### config.mk
export PLATFORM = sky130hd
export DESIGN_NAME = magcp_cfg
export DESIGN_NICKNAME = d
export VERILOG_FILES = /design/src/magma_channel_permeability_defines.svh /design/src/magcp_pkg.sv /design/src/magcp_cfg.sv
export SDC_FILE = /design/constraint.sdc
export NUM_CORES = 1
export LEC_CHECK = 0
export ABC_CLOCK_PERIOD_IN_PS = 3600
export BUFFER_PORTS_ARGS = -buffer_cell sky130_fd_sc_hd__buf_2
export CORE_MARGIN = 1.5
export CORE_UTILIZATION = 50
export CTS_CLUSTER_DIAMETER = 200
export DETAILED_ROUTE_END_ITERATION = 16
export PLACE_DENSITY = 0.89
export SLEW_MARGIN = 15
export SYNTH_ARGS = -nofsm -noshare
export SYNTH_HDL_FRONTEND = slang
export SYNTH_SLANG_ARGS = --single-unit
### constraint.sdc
create_clock -name clk -period 3.6 [get_ports clk]
set_input_delay 0.72 -clock clk [delete_from_list [all_inputs] [get_ports clk]]
set_output_delay 0.72 -clock clk [all_outputs]
set_load 0.05 [all_outputs]
### src/magma_channel_permeability_defines.svh
// Shared assertion macros. Each one uses the clk and rst_n of the module it sits in.
`ifndef MAGMA_CHANNEL_PERMEABILITY_DEFINES_SVH
`define MAGMA_CHANNEL_PERMEABILITY_DEFINES_SVH

// Same-cycle implication, off while in reset
`define MAGCP_ASSERT_NOW(label, ante, cons, msg) \
    label: assert property (@(posedge clk) disable iff (!rst_n) (ante) |-> (cons)) \
        else $error(msg);

// Next-cycle implication, off while in reset
`define MAGCP_ASSERT_NEXT(label, ante, cons, msg) \
    label: assert property (@(posedge clk) disable iff (!rst_n) (ante) |=> (cons)) \
        else $error(msg);

`endif

### src/magcp_pkg.sv
package magcp_pkg;

    // Fraction format
    localparam int FRAC_BITS = 16;
    localparam int FW        = FRAC_BITS + 1;
    localparam int FONE_I    = 1 << FRAC_BITS;

    // Payload widths
    localparam int PW    = 48;          // permeability
    localparam int IW    = 51;          // intrinsic permeability
    localparam int RW    = 32;          // relative permeability, Q30
    localparam int ACC_W = 40;          // Horner accumulator, Q30 signed
    localparam int UP_W  = 33;          // clamped intrinsic polynomial, 0..2^32

    // Config port
    localparam int NUM_REGS = 6;
    localparam int DW       = 64;
    localparam int AW       = $clog2(NUM_REGS) + 3;

    localparam logic [FW-1:0] FONE = FW'(FONE_I);

    // Register reset values
    localparam logic [PW-1:0] MAX_PERM_RST = PW'(10000000);
    localparam logic [FW-1:0] CRY_LO_RST   = FW'((FONE_I * 4 + 5) / 10);
    localparam logic [FW-1:0] CRY_HI_RST   = FW'((FONE_I * 7 + 5) / 10);
    localparam logic [FW-1:0] CARRIER_RST  = FW'(FONE_I / 2);
    localparam logic [FW-1:0] SOLID_RST    = FW'((FONE_I * 99 + 50) / 100);
    localparam logic [FW-1:0] MELT_RST     = FW'(FONE_I / 2);

    typedef enum logic [$clog2(NUM_REGS)-1:0] {
        REG_MAX_PERM = 0,
        REG_CRY_LO   = 1,
        REG_CRY_HI   = 2,
        REG_CARRIER  = 3,
        REG_SOLID    = 4,
        REG_MELT     = 5
    } reg_idx_t;

    typedef enum logic [1:0] {
        RGM_CARRIER    = 2'd0,
        RGM_SUSPENSION = 2'd1,
        RGM_CHANNELS   = 2'd2,
        RGM_TRAPPED    = 2'd3
    } regime_t;

    typedef enum logic [1:0] {
        FM_NONE    = 2'd0,
        FM_TRAPPED = 2'd1,
        FM_SOLID   = 2'd2
    } fmode_t;

    typedef struct packed {
        logic [PW-1:0] perm_cap;
        logic [FW-1:0] cry_lo;
        logic [FW-1:0] cry_hi;
        logic [FW-1:0] carrier_vol;
        logic [FW-1:0] solid_cryst;
        logic [FW-1:0] melt_lim;
    } cfg_t;

    typedef struct packed {
        logic [FW-1:0] vol;
        logic [FW-1:0] melt;
        logic [FW-1:0] cry;
        logic [FW-1:0] cryst;
        logic [PW-1:0] perm;
        logic [PW-1:0] vert_perm;
        logic [PW-1:0] horiz_perm;
    } item_t;

    // Polynomial front end result
    typedef struct packed {
        item_t                   item;
        logic [FW-1:0]           crit;
        logic [UP_W-1:0]         intr_q30;
        logic signed [ACC_W-1:0] rel_raw;
    } poly_t;

    typedef struct packed {
        regime_t              regime;
        logic                 porous;
        fmode_t               fracture_mode;
        logic                 channel_marked;
        logic [FW-1:0]        critical_volatile;
        logic [IW-1:0]        intrinsic_perm;
        logic signed [RW-1:0] relative_perm;
        logic [PW-1:0]        channel_perm;
        logic [PW-1:0]        perm_out;
        logic [PW-1:0]        vert_perm_out;
        logic [PW-1:0]        horiz_perm_out;
    } res_t;

endpackage

### src/magcp_cfg.sv
module magcp_cfg
(
    input  logic                       clk,
    input  logic                       rst_n,
    input  logic                       psel,
    input  logic                       penable,
    input  logic                       pwrite,
    input  logic [magcp_pkg::AW-1:0]   paddr,
    input  logic [magcp_pkg::DW-1:0]   pwdata,
    output logic [magcp_pkg::DW-1:0]   prdata,
    output logic                       pready,
    output magcp_pkg::cfg_t            cfg
);
    import magcp_pkg::*;

    cfg_t     cfg_reg;
    reg_idx_t idx;
    logic     wr_en;

    // 64-bit registers, so the index sits above the byte-in-word bits
    assign idx    = reg_idx_t'(paddr[AW-1:3]);
    assign wr_en  = psel && penable && pwrite;
    assign pready = 1'b1;
    assign cfg    = cfg_reg;

    // Register writes; unknown indexes fall through
    always_ff @(posedge clk or negedge rst_n)
    begin
        if (!rst_n)
        begin
            cfg_reg.perm_cap    <= MAX_PERM_RST;
            cfg_reg.cry_lo      <= CRY_LO_RST;
            cfg_reg.cry_hi      <= CRY_HI_RST;
            cfg_reg.carrier_vol <= CARRIER_RST;
            cfg_reg.solid_cryst <= SOLID_RST;
            cfg_reg.melt_lim    <= MELT_RST;
        end
        else if (wr_en)
        begin
            unique case (idx)
                REG_MAX_PERM: cfg_reg.perm_cap    <= pwdata[PW-1:0];
                REG_CRY_LO:   cfg_reg.cry_lo      <= pwdata[FW-1:0];
                REG_CRY_HI:   cfg_reg.cry_hi      <= pwdata[FW-1:0];
                REG_CARRIER:  cfg_reg.carrier_vol <= pwdata[FW-1:0];
                REG_SOLID:    cfg_reg.solid_cryst <= pwdata[FW-1:0];
                REG_MELT:     cfg_reg.melt_lim    <= pwdata[FW-1:0];
                default:      ;
            endcase
        end
    end

    // Read mux
    always_comb
    begin
        unique case (idx)
            REG_MAX_PERM: prdata = DW'(cfg_reg.perm_cap);
            REG_CRY_LO:   prdata = DW'(cfg_reg.cry_lo);
            REG_CRY_HI:   prdata = DW'(cfg_reg.cry_hi);
            REG_CARRIER:  prdata = DW'(cfg_reg.carrier_vol);
            REG_SOLID:    prdata = DW'(cfg_reg.solid_cryst);
            REG_MELT:     prdata = DW'(cfg_reg.melt_lim);
            default:      prdata = '0;
        endcase
    end

endmodule

==> results of run 1 <==
## critical path, stage by stage
cell and delay, ns:
buf_2 0.35, buf_12 0.24, mux2_2 0.34, a221oi_1 0.28, a21oi_1 0.07, buf_2 0.22
## layer usage
| layer | global-route usage, % | up-vias | part of all wire [%] |
|---|---|---|---|
| met5 | 0 | - | 0 |
| met1 | 28.4 | 2372 | 38 |
| met3 | 9.65 | 31 | 7.7 |
| li1 | - | 2104 | - |
| met4 | 9.88 | 0 | 2.7 |
| met2 | 46.4 | 218 | 52 |
## power groups by stage
stage | logic [mW] | clock network (mW) | registers [mW]
after floorplan | 0.655 | 0 | 3.11
after global placement | 2.18 | 0 | 2.07
after detailed placement | 2.21 | 0 | 2.10
after CTS | 2.22 | 1.84 | 2.08
after global routing | 2.29 | 1.91 | 2.12
final | 2.20 | 1.82 | 2.08
## path summary, 6_finish.rpt
path                       slack [ns]        end
min in group clk                 0.52    cfg[62]
hold / removal                   0.45    cfg[83]
max in group asynchronous        2.32    cfg[97]
hold reg to reg                  0.52    cfg[62]
setup reg to reg                 2.79   cfg[118]
setup / recovery                 0.62  prdata[1]
## cells by family (layout without fill, tap and decap cells)
family          count (synthesis)  count (layout)
compound gates                 34              34
buf+inv                        46             288
flops                         133             133
mux                           167             167
other cells                     2              20
simple gates                   76              76
## through the flow
step           std cells  power, mW  cell area (um^2)
2_1_floorplan        473       3.76              6370
3_3_place_gp         851       4.25              7660
3_5_place_dp         851       4.31              7660
4_1_cts              883       6.14              8280
5_1_grt              886       6.33              8290
6_report             886       6.10              8290
## cell usage in the layout (no fill, tap or decap), types with 6 or more instances in the layout
cell type / n
buf_2: 235
mux2_2: 140
dfrtp_1: 95
dfstp_2: 38
and2_1: 31
nand2_1: 27
mux2_4: 20
buf_4: 18
conb_1: 17
clkbuf_16: 17
a221oi_1: 12
a31oi_1: 11
mux2i_1: 6
## layout make-up
cell class | count | area [um^2] | area share [%]
Sequential cell | 133 | 3380 | 40.7
Multi-Input combinational cell | 294 | 2720 | 32.9
Timing Repair Buffer | 255 | 1340 | 16.2
Clock buffer | 23 | 478 | 5.76
Tap cell | 168 | 210 | 2.54
Clock inverter | 9 | 150 | 1.81
Antenna cell | 3 | 7.51 | 0.0905
Inverter | 1 | 3.75 | 0.0453
==> out/qor.yml, run 1 <==
drive_gt1_share_pct: 68.8
reg2reg_depth: 1
finalMaxSlewViolations: 0
synth_top_area_cell: "dfrtp_1"
p_int_mw: 3.65
wirelength_mm: 16.9
dp_hpwl_mm: 12.0
synth_top_family_by_area: "multiplexers"
clkLatencyLatePin_ns: 0.41
die_h_um: 115
gr-total-overflow: 0
synth_compound_area_share_pct: 4.00
fin_crit_sh_pct: 82.7
avgViaCountPerCell: 5.33
power_density_nw_per_um2: 736
io_buffers: 236
hold_viol: 0
final_util_pct: 68.2
routabilityCongestion: 0.805
fillers: 878
setup_tns_ns: 0
dr.pass1.iters: 4
cts_htree_levels: 4
worstMarginPinSlew_ns: 1.02
relSlewSlack_pct: 32.1
async_flop_share_pct: 100
start_kind: "input port"
synthFlopType: "dfrtp_1"
synth_edf_count: 0
clockPowerShare_pct: 29.8
ant_nets: 0
start_util_pct: 51.9
rsz0062_at_grt: "no"
cts_inserted_buffers: 17
cts.clk_slew.worst_paths_ns: 0.06
maxCapViolCount: 0
post_cts_buffers: 0
layout_setup_ws_ns: 0.624
path_max_fanout: 21
fin_crit_ns: 2.98
gr-usage-all-layers_pct: 26.1
endpoint_kind: "output port"
vias: 4725
yosysWarnings: 0
cts-root-buf: "clkbuf_16"
synth_top_area_share_pct: 37.6
postCtsResizedCells: 0
grt_first_pass_wirelength_mm: 26.1
synth_area_leaders: "dfrtp_1 38%, mux2_2 25%, dfstp_2 16%, mux2_4 4.8%, and2_1 3.1%"
place_ws_ns: 0.543
yosysUniqueCellTypes: 35
synth_xor_area_share_pct: 0
peakVddDrop_mv: 0.459
power.share.sequential_pct: 34.1
die_w_um: 115
coreArea_um2: 12200
areaGrowthSynthToFinish_pct: 31.3
ioPinCount: 273
drtIter0Drc: 300
num_rows: 40
arrival_ns: 2.26
p_leak_nw: 4.27
nNetsFinal: 777
syn_area_um2: 6320
routedWlPerCell_um: 19.1
cp_data_required_time_ns: 2.88
switchingPower_mw: 2.45
synthAdderAreaFrac_pct: 0
hold_ws_ns: 0.446
hold_class: "input port to async pin"
critPathKind: "input port to output port"
status: "complete, no violations"
clockBufferDepth: 2
drc: 0
avgSynthCellArea_um2: 13.8
largest_reg_flops: 133
die-area_um2: 13300
clock_skew_ns: 0
cts.sinks: 133
ys_top_cells_by_count: "140 x mux2_2, 95 x dfrtp_1, 38 x dfstp_2, 31 x and2_1, 27 x nand2_1"
cts_tree: "done"
netlist_instances: 458
yosysMostFrequentCell: "mux2_2"
yosys.area_share.simple_pct: 6.87
postCtsHoldBufs: 0
grt_start_max_net_pins: 113
switching_share_pct: 40.1
combinationalPowerShare_pct: 36.1
synth-seq-cells: 133
setup_viol: 0
yosys-mux-area-fraction_pct: 31.0
grt_pass1_vias: 4859
synth_seq_area_share_pct: 53.4
antenna_found_initial: 3
r2r_start: "cfg[118]"
cp-startpoint: "paddr[4]"
timing.fmax_mhz: 336
Power figures use the tool's default switching activity.
==> run 2: changes to the inputs <==
--- a/config.mk
+++ b/config.mk
@@ -5,13 +5,13 @@
 export SDC_FILE = /design/constraint.sdc
 export NUM_CORES = 1
 export LEC_CHECK = 0
-export ABC_CLOCK_PERIOD_IN_PS = 3600
+export ABC_CLOCK_PERIOD_IN_PS = 2600
 export BUFFER_PORTS_ARGS = -buffer_cell sky130_fd_sc_hd__buf_2
 export CORE_MARGIN = 1.5
-export CORE_UTILIZATION = 50
+export CORE_UTILIZATION = 43
 export CTS_CLUSTER_DIAMETER = 200
 export DETAILED_ROUTE_END_ITERATION = 16
-export PLACE_DENSITY = 0.89
+export PLACE_DENSITY = 0.82
 export SLEW_MARGIN = 15
 export SYNTH_ARGS = -nofsm -noshare
 export SYNTH_HDL_FRONTEND = slang
==> constraint.sdc (replaced) <==
create_clock -name clk -period 2.6 [get_ports clk]
set_input_delay 0.52 -clock clk [delete_from_list [all_inputs] [get_ports clk]]
set_output_delay 0.52 -clock clk [all_outputs]
set_load 0.05 [all_outputs]
==> run 2 against run 1 <==
Critical path depth unchanged. First-iteration DRC count decreased by 48%. Setup slack got worse by 0.40 ns. Non-clock buffer count increased by 3. Die area increased by 16%. Sequential power increased by 38%. Utilization decreased by 9.1 points. Hold slack got worse by 0.11 ns. Register-to-register slack got worse by 0.99 ns. Clock power increased by 41%. Critical path type unchanged. Largest power group unchanged.
==> out/qor.yml, run 2 (synthesis gave the netlist of run 1 again) <==
reg2reg_depth: 1  # unchanged
critPathKind: "input port to output port"
avgViaCountPerCell: 5.26  # -1.3%
drc: 0  # unchanged
drive_gt1_share_pct: 70.6  # +1.8 points
cts_tree: "done"
maxCapViolCount: 0  # unchanged
power_density_nw_per_um2: 1000  # +36%
cts_htree_levels: 4  # unchanged
layout_commonest_cell: "buf_2"
wirelength_mm: 17.0  # +0.24%
drtIter0Drc: 155  # -48%
grt_start_max_net_pins: 69  # -39%
die-area_um2: 15400  # +16%
areaGrowthSynthToFinish_pct: 35.0
arrival_ns: 1.86  # -0.40 ns
start_util_pct: 43.8  # -8.1 points
setup_viol: 0  # unchanged
path_max_fanout: 32  # +52%
status: "complete, no violations"
gr-total-overflow: 0  # unchanged
cts_inserted_buffers: 17  # unchanged
hold_viol: 0  # unchanged
antenna_found_initial: 0  # -3
postCtsHoldBufs: 1  # +1
hold_path_depth: 2
dr.pass1.iters: 4  # unchanged
ant_nets: 0  # unchanged
post_cts_buffers: 0  # unchanged
io_buffers: 236  # unchanged
endpoint_kind: "output port"
cts.sinks: 133  # unchanged
grt_first_pass_wirelength_mm: 24.9  # -4.7%
die_w_um: 124  # +7.6%
num_rows: 44  # +10%
peakVddDrop_mv: 0.586  # +28%
vias: 4746  # +0.44%
fin_crit_ns: 2.38
postCtsResizedCells: 0  # unchanged
routabilityCongestion: 0.836  # +3.8%
final_cell_mix: "233 x buf_2, 140 x mux2_2, 95 x dfrtp_1"
rsz0062_at_grt: "no"
start_kind: "input port"
cts-root-buf: "clkbuf_16"
ioPinCount: 273  # unchanged
cts.clk_slew.worst_paths_ns: 0.06  # about the same
hold_class: "input port to flip-flop"
clockBufferDepth: 2  # unchanged
clkLatencyLatePin_ns: 0.41  # about the same
timing.fmax_mhz: 421
clock_skew_ns: 0  # unchanged
nNetsFinal: 780  # +0.39%
coreArea_um2: 14400  # +19%
fin_crit_sh_pct: 91.4
dp_hpwl_mm: 11.9  # -1.3%
routedWlPerCell_um: 18.8  # -1.5%
setup_tns_ns: 0  # unchanged
die_h_um: 124  # +7.6%
diodes: 0  # -3
finalMaxSlewViolations: 0  # unchanged
largest_reg_flops: 133  # unchanged
p_leak_nw: 4.32  # +1.4%
cp_data_required_time_ns: 2.08  # -0.80 ns
hold_ws_ns: 0.339  # -0.107 ns
grt_pass1_vias: 4789  # -1.4%
gr-usage-all-layers_pct: 21.9  # -4.2 points
-- run 2: cell types whose count changed in the layout (fill, tap and decap cells not counted), moves of 2 or more --
cell	change
a31oi_1	-11
a31oi_2	+11
buf_12	+9
buf_4	-5
diode_2	-3
buf_2	-2
clkinv_4	+2
inv_6	+2
-- run 2: where the power goes --
group | leakage [nW] | internal [mW] | switching, mW
Combinational | 2.40 | 0.845 | 2.25
Sequential | 1.61 | 2.56 | 0.316
Clock | 0.308 | 1.66 | 0.904
-- run 2: final cells by class --
cell class,instances,area [um^2]
inverter,1,3.75
clock buffer,21,460
multi-input combinational,294,2800
timing repair buffer,258,1490
sequential,133,3380
clock inverter,11,173
fill,1148,5900
tap,184,230
-- run 2: worst paths after layout --
check	startpoint	endpoint	slack, ns
worst max-delay path	paddr[4]	prdata[14]	0.22
max in group asynchronous	rst_n	cfg[108]	1.27
worst min register to register	cfg[127]	cfg[127]	0.52
worst min-delay path	pwdata[37]	cfg[122]	0.34
worst max register to register	cfg[34]	cfg[34]	1.80
min in group asynchronous	rst_n	cfg[5]	0.54
-- run 2: per-stage QoR --
stage	setup slack, ns	utilization [%]	std cells	area, um^2	power (mW)
after floorplan	0.0393	-	473	6440	5.23
after global placement	0.237	54.6	869	7880	5.93
after detailed placement	0.215	54.6	869	7880	6.01
after CTS	0.217	59.1	902	8520	8.61
after global routing	0.146	59.1	902	8520	8.90
final	0.223	59.1	902	8520	8.54
-- run 2: routing by layer --
layer,wire length [um],track usage (%)
met5,0,0
met4,368,9.30
met3,1540,8.79
met2,8620,37.3
met1,6460,24.1
-- run 2: critical path, stage by stage --
cell and delay (ns):
buf_2 0.12, buf_12 0.22, mux2_2 0.36, a221oi_1 0.33, a31oi_2 0.05, buf_2 0.23
